$ cat src/rtl/core/page_bitmap_allocator_assert.svh
// Assertion macros for the page bitmap allocator.
// Included by the modules that check their own control logic; no other dependencies.
`ifndef PAGE_BITMAP_ALLOCATOR_ASSERT_SVH
`define PAGE_BITMAP_ALLOCATOR_ASSERT_SVH

`ifndef SYNTHESIS

`define PBA_ASSERT(label, clk, rst_n, prop) \
  label: assert property (@(posedge clk) disable iff (!rst_n) prop) \
    else $error("page bitmap allocator check failed");

`define PBA_ASSERT_NR(label, clk, prop) \
  label: assert property (@(posedge clk) prop) \
    else $error("page bitmap allocator check failed");

`else

`define PBA_ASSERT(label, clk, rst_n, prop)

`define PBA_ASSERT_NR(label, clk, prop)

`endif

`endif

$ cat src/rtl/core/pba_pkg.sv
// Shared constants, operation and status codes, and the controller/datapath
// command and status structures for the page bitmap allocator. No dependencies.
`timescale 1ns / 1ps
`default_nettype none

package pba_pkg;

  localparam int NUM_PAGES   = 32768;
  localparam int WORD_BITS   = 32;
  localparam int MAP_WORDS   = NUM_PAGES / WORD_BITS;
  localparam int PAGE_W      = $clog2(NUM_PAGES);
  localparam int BIT_IDX_W   = $clog2(WORD_BITS);
  localparam int WORD_IDX_W  = PAGE_W - BIT_IDX_W;
  localparam int LIMIT_W     = PAGE_W + 1;
  localparam int OFFSET_W    = 12;
  localparam int ADDR_W      = 32;
  localparam int COUNT_W     = 16;
  localparam int OP_W        = 3;
  localparam int STATUS_W    = 2;
  localparam int FOUND_W     = PAGE_W + OFFSET_W;

  localparam logic [WORD_BITS-1:0] ALL_USED = '1;
  localparam logic [LIMIT_W-1:0]   RAM_PAGES_RESET = LIMIT_W'(32768);

  localparam logic [OP_W-1:0] OP_CHECK      = 3'd0;
  localparam logic [OP_W-1:0] OP_MARK_USED  = 3'd1;
  localparam logic [OP_W-1:0] OP_MARK_FREE  = 3'd2;
  localparam logic [OP_W-1:0] OP_ALLOC      = 3'd3;
  localparam logic [OP_W-1:0] OP_FREE_RANGE = 3'd4;

  localparam logic [STATUS_W-1:0] ST_OK      = 2'd0;
  localparam logic [STATUS_W-1:0] ST_INVALID = 2'd1;
  localparam logic [STATUS_W-1:0] ST_ERROR   = 2'd2;

  typedef struct packed {
    logic clr;
    logic capture;
    logic step;
  } cmd_t;

  typedef struct packed {
    logic clr_last;
    logic need_walk;
    logic pend_done;
  } stat_t;

endpackage

`default_nettype wire

$ cat src/rtl/core/pba_ctrl.sv
// Controller state machine for the page bitmap allocator: clearing pass,
// request capture and the word walk. Depends on pba_pkg and the assertion header.
`timescale 1ns / 1ps
`default_nettype none

`include "page_bitmap_allocator_assert.svh"

module pba_ctrl (
  input  logic           clk,
  input  logic           rst_n,
  input  logic           start,
  input  pba_pkg::stat_t stat,
  output pba_pkg::cmd_t  cmd,
  output logic           busy,
  output logic           out_valid
);
  import pba_pkg::*;

  typedef enum logic [1:0] {
    S_INIT,
    S_IDLE,
    S_DISPATCH,
    S_WALK
  } state_t;

  state_t state_r, state_nxt;
  logic   busy_r;
  logic   out_valid_r, out_valid_nxt;

  always_comb begin
    state_nxt     = state_r;
    out_valid_nxt = 1'b0;
    cmd           = '0;
    unique case (state_r)
      S_INIT: begin
        cmd.clr = 1'b1;
        if (stat.clr_last) begin
          state_nxt = S_IDLE;
        end
      end
      S_IDLE: begin
        if (start) begin
          cmd.capture = 1'b1;
          state_nxt   = S_DISPATCH;
        end
      end
      S_DISPATCH: begin
        if (stat.need_walk) begin
          cmd.step  = 1'b1;
          state_nxt = S_WALK;
        end else begin
          out_valid_nxt = 1'b1;
          state_nxt     = S_IDLE;
        end
      end
      S_WALK: begin
        if (stat.pend_done) begin
          out_valid_nxt = 1'b1;
          state_nxt     = S_IDLE;
        end else begin
          cmd.step = 1'b1;
        end
      end
      default: begin
        state_nxt = S_INIT;
      end
    endcase
  end

  always_ff @(posedge clk) begin
    if (!rst_n) begin
      state_r     <= S_INIT;
      busy_r      <= 1'b1;
      out_valid_r <= 1'b0;
    end else begin
      state_r     <= state_nxt;
      busy_r      <= (state_nxt != S_IDLE);
      out_valid_r <= out_valid_nxt;
    end
  end

  assign busy      = busy_r;
  assign out_valid = out_valid_r;

  `PBA_ASSERT(a_busy_tracks_state, clk, rst_n, busy_r == (state_r != S_IDLE))
  `PBA_ASSERT(a_result_when_idle, clk, rst_n, out_valid_r |-> !busy_r)
  `PBA_ASSERT(a_accept_dispatches, clk, rst_n, (start && !busy_r) |=> state_r == S_DISPATCH)
  `PBA_ASSERT(a_no_step_after_done, clk, rst_n, cmd.step |-> !stat.pend_done)

endmodule

`default_nettype wire

$ cat config.mk
export PLATFORM = sky130hd
export DESIGN_NAME = pba_ctrl
export DESIGN_NICKNAME = d
export VERILOG_FILES = /design/src/rtl/core/pba_pkg.sv /design/src/rtl/core/pba_ctrl.sv
export VERILOG_INCLUDE_DIRS = /design/src /design/src/rtl/core
export SDC_FILE = /design/constraint.sdc
export NUM_CORES = 1
export LEC_CHECK = 0
export BUFFER_PORTS_ARGS = -buffer_cell sky130_fd_sc_hd__buf_2
export CORE_AREA = 2 2 39 41
export DETAILED_ROUTE_END_ITERATION = 8
export DIE_AREA = 0 0 41 43
export PLACE_DENSITY = 0.41
export SYNTH_ARGS = -nofsm -noshare
export SYNTH_HDL_FRONTEND = slang
export SYNTH_SLANG_ARGS = --single-unit
$ cat constraint.sdc
create_clock -name clk -period 0.9 [get_ports clk]
set_input_delay 0.135 -clock clk [delete_from_list [all_inputs] [get_ports clk]]
set_output_delay 0.135 -clock clk [all_outputs]
set_load 0.01 [all_outputs]
### Word-level counts from Yosys, hierarchy flattened

Cells that the tools add are included.

* flip-flop bits (word level): 4
* input bits: 6
* output and inout bits: 5
* logic and storage cells: 22

* equal/unequal tests: 4
* muxes and demuxes: 14
* reduce and logical (&&, ||, !) cells: 1

Operators with widths (count)
* $mux W2: 4
* $pmux W2 S4: 1
* $mux W1: 7
* $eq A2 B2 Y1 const B: 2
* $pmux W1 S2: 2
* $eq A2 B1 Y1 const B: 1
* $logic_not A2 Y1: 1
* $ne A2 B1 Y1 const B: 1

### Depth between registers and ports, before layout

* depth in word-level cells: 3
* gate-level depth with buffers: 3

### Worst setup path after synthesis

No wires, ideal clock.

* path kind: flip-flop to flip-flop
* start: register state_r[1]
* end: register state_r[1]
* library setup time: 0.117 ns
* data arrival time: 0.781 ns
* data required time: 0.783 ns
* slack: 0.002 ns
* cell stages (with the launch flop): 4
* path through: dfxtp_1 inv_1 and3_4 a22o_1

* word-level cells in the longest chain between the ends: 2
* elaborated cells on any way between the ends: 8
* classes of those cells: eq/ne (3); mux (4); reduce/logical (1)

RTL lines
* start, declared: RTL line pba_ctrl.sv:26 `state_t state_r, state_nxt;`
* start signal, assigned: RTL line pba_ctrl.sv:76 `state_r <= state_nxt;`
* $eq A2 B2 Y1 (tied with other cells): RTL line pba_ctrl.sv:34 `unique case (state_r)`
* $pmux W2 S4 (*): RTL line pba_ctrl.sv:34

Mark *: on every way between the ends. The rest lies on a longest branch, timed or not.
A chain may end at the register's enable or synchronous reset.

==> results.ini <==
[clock_tree]
numCtsBuffers=3
root_buffer=clkbuf_4
clkTransAtPathRegs_ps=40
insertion_delay_ps=230
cts_tree=done
clock_sinks=4
postCtsHoldBufs=0
clockBufferDepth=2
htree_levels=1
post_cts.repair.setup_buffers=0

[placement]
dp.cells=50
placed_cell_area_um2=285
dp_hpwl_um=360
numPortBuffers=10
gp_congestion=0.739

[floorplan]
start_util_pct=12.3
die_y_um=43
core_mm2=0.00138
die_w_um=41
io_pins=11
std_cell_rows=14
die_area_mm2=0.00176

[grt]
grt_pass1_vias=184
gr-total-overflow=0
grt_antenna_before_repair=0
grt_max_degree=5
grt_first_pass_wirelength_um=683
grt_use_total_pct=6.31

[worst_setup_path]
cp.required_ps=760
crit_arrival_ps=1000
worstSetupStartpoint=state_r[0]$_SDFF_PN0_
cp_max_fo=4
crit_end=cmd[0]
ff2ff_setup_slack_ps=-40
reg2regPathDepth=3
cp-start-kind=register
endpoint_kind=output pin
r2r-start=state_r[0]$_SDFF_PN0_
r2r_end=state_r[1]$_SDFF_PN0_
worst-setup-path-type=reg -> out

[sta]
slew_viol_final=0
skew_ps=0.481
hold_viol_final=0
relSlewSlack_pct=88.4
whs_ps=147
rsz0062_at_grt=yes
fmax_ghz=0.880
tightest_slew_ps=174
setup_violations=6
worst_slack_ps=-236
fin_crit_sh_pct=126
fin_crit_ps=1140

[yosys]
synth_top_family_by_area=compound AO/OA/AOI/OAI gates
synth_xor_area_share_pct=0
synthCells=18
syn_area_um2=170
yosys.area_share.simple_pct=23.5
synth_adder_area_share_pct=0
synth.area.mux_share_pct=0
ys_seq_area_share_pct=47.1
syn_nets=24
synth_compound_area_share_pct=25.0
yosysWarnings=0
avgSynthCellArea_um2=9.45
synth.distinct_cells=12
ys_ff_latch=4

[detailed_routing]
dr.pass1.iters=4
drt-total-wl_um=517
vias_per_cell=3.77
post-route-drc-count=0
route.vias.total=200
first_iter_violations=10
ant_nets=0
avgRoutedWirePerCell_um=9.75

[final_layout]
finalNetCount=45
drive_above_1_share_pct=73.0
fin_area_um2=352
regArea_um2=85.1
final_util_pct=25.4
area_growth_pct=107
fin_cells=53
fill_cells=152
diodes=0
multiInputGateArea_um2=105

[worst_hold_path]
hold_class=in -> reg

[pwr]
powerDensity_mw_per_mm2=1580
vdd_drop_max_mv=0.448
seqPwrFrac_pct=36.8
swShare_pct=24.6
pwr-share-comb_pct=23.3
switching_power_mw=0.136
p_int_mw=0.418
clock_power_share_pct=39.9
cellLeakagePower_nw=0.178

[outcome]
violations=negative setup slack
status=finished, violations left

[run]
cap_violations=0

==> metal layers <==
layer  global-route usage, %  share of wire [%]
met1                    6.05                 37
met2                    10.0                 53
met3                    1.57                7.5
met4                    6.00                1.7
met5                       0                  0
==> logic make-up after synthesis <==
family                 after synthesis
AND/OR/NAND/NOR                      6
flip-flops                           4
buffers and inverters                2
AO/OA/AOI/OAI                        6
==> synthesized netlist by cell type <==
cell | instances | area share, %
dfxtp_1 | 4 | 47
nor2_1 | 2 | 4.4
o21a_1 | 1 | 4.4
and2_2 | 2 | 8.8
a31oi_1 | 1 | 3.7
o211a_1 | 1 | 5.9
and3_4 | 1 | 6.6
a22o_1 | 1 | 5.1
a21oi_1 | 1 | 2.9
nand2b_1 | 1 | 3.7
o21ai_0 | 1 | 2.9
inv_1 | 2 | 4.4
==> through the flow <==
stage	total power [mW]	setup TNS [ps]	worst slack (ps)
finish	0.554	-716	-236
global route	0.587	-1030	-268
CTS	0.553	-647	-248
detailed placement	0.308	-158	-80.5
global placement	0.309	-148	-88.0
floorplan	0.243	0	2.12
==> worst max-delay path: stages (launching register included) <==
cell and delay [ps]:
dfxtp_4 360, nand2b_4 80, o21ai_4 60, and2_4 160
buf_6 110
==> worst min-delay path by stage <==
stage          slack (ps)  depth (start not counted)  startpoint                     to
2_1_floorplan         240                          1       rst_n        busy$_SDFF_PN1_
3_3_place_gp          390                          2       rst_n        busy$_SDFF_PN1_
3_5_place_dp          390                          2       rst_n        busy$_SDFF_PN1_
4_1_cts               140                          2       rst_n        busy$_SDFF_PN1_
5_1_grt               170                          2       rst_n  state_r[0]$_SDFF_PN0_
6_report              150                          2       rst_n        busy$_SDFF_PN1_
==> area by class of cell <==
type	instances	share of cell area [%]
timing repair buffer	16	31.7
multi-input combinational	12	29.9
sequential	4	24.2
clock buffer	3	6.41
tap	16	5.69
inverter	2	2.14
==> cell usage in the layout (no fill, tap or decap), types with 2 or more instances in the layout <==
| cell | Yosys | routed |
|---|---|---|
| buf_2 | 0 | 8 |
| buf_4 | 0 | 5 |
| clkbuf_4 | 0 | 3 |
| buf_6 | 0 | 3 |
| inv_1 | 2 | 2 |
| dfxtp_1 | 4 | 2 |
==> sequential cells by signal, indices dropped and copies added (netlist names) <==
signal and flops:
busy 1, out_valid 1, state_r 2
==> timing repair <==
action / in CTS / in global routing
pin swaps: 3 / 2
setup endpoints to repair: 5 / 6
gates resized for setup: 8 / 4
==> power groups by stage <==
stage	clock network (mW)	logic (mW)	registers, mW
floorplan	0	0.0370	0.206
global placement	0	0.109	0.200
detailed placement	0	0.107	0.201
CTS	0.232	0.120	0.201
global route	0.240	0.142	0.206
finish	0.221	0.129	0.204
No activity file was read; power rests on OpenSTA's default activity.
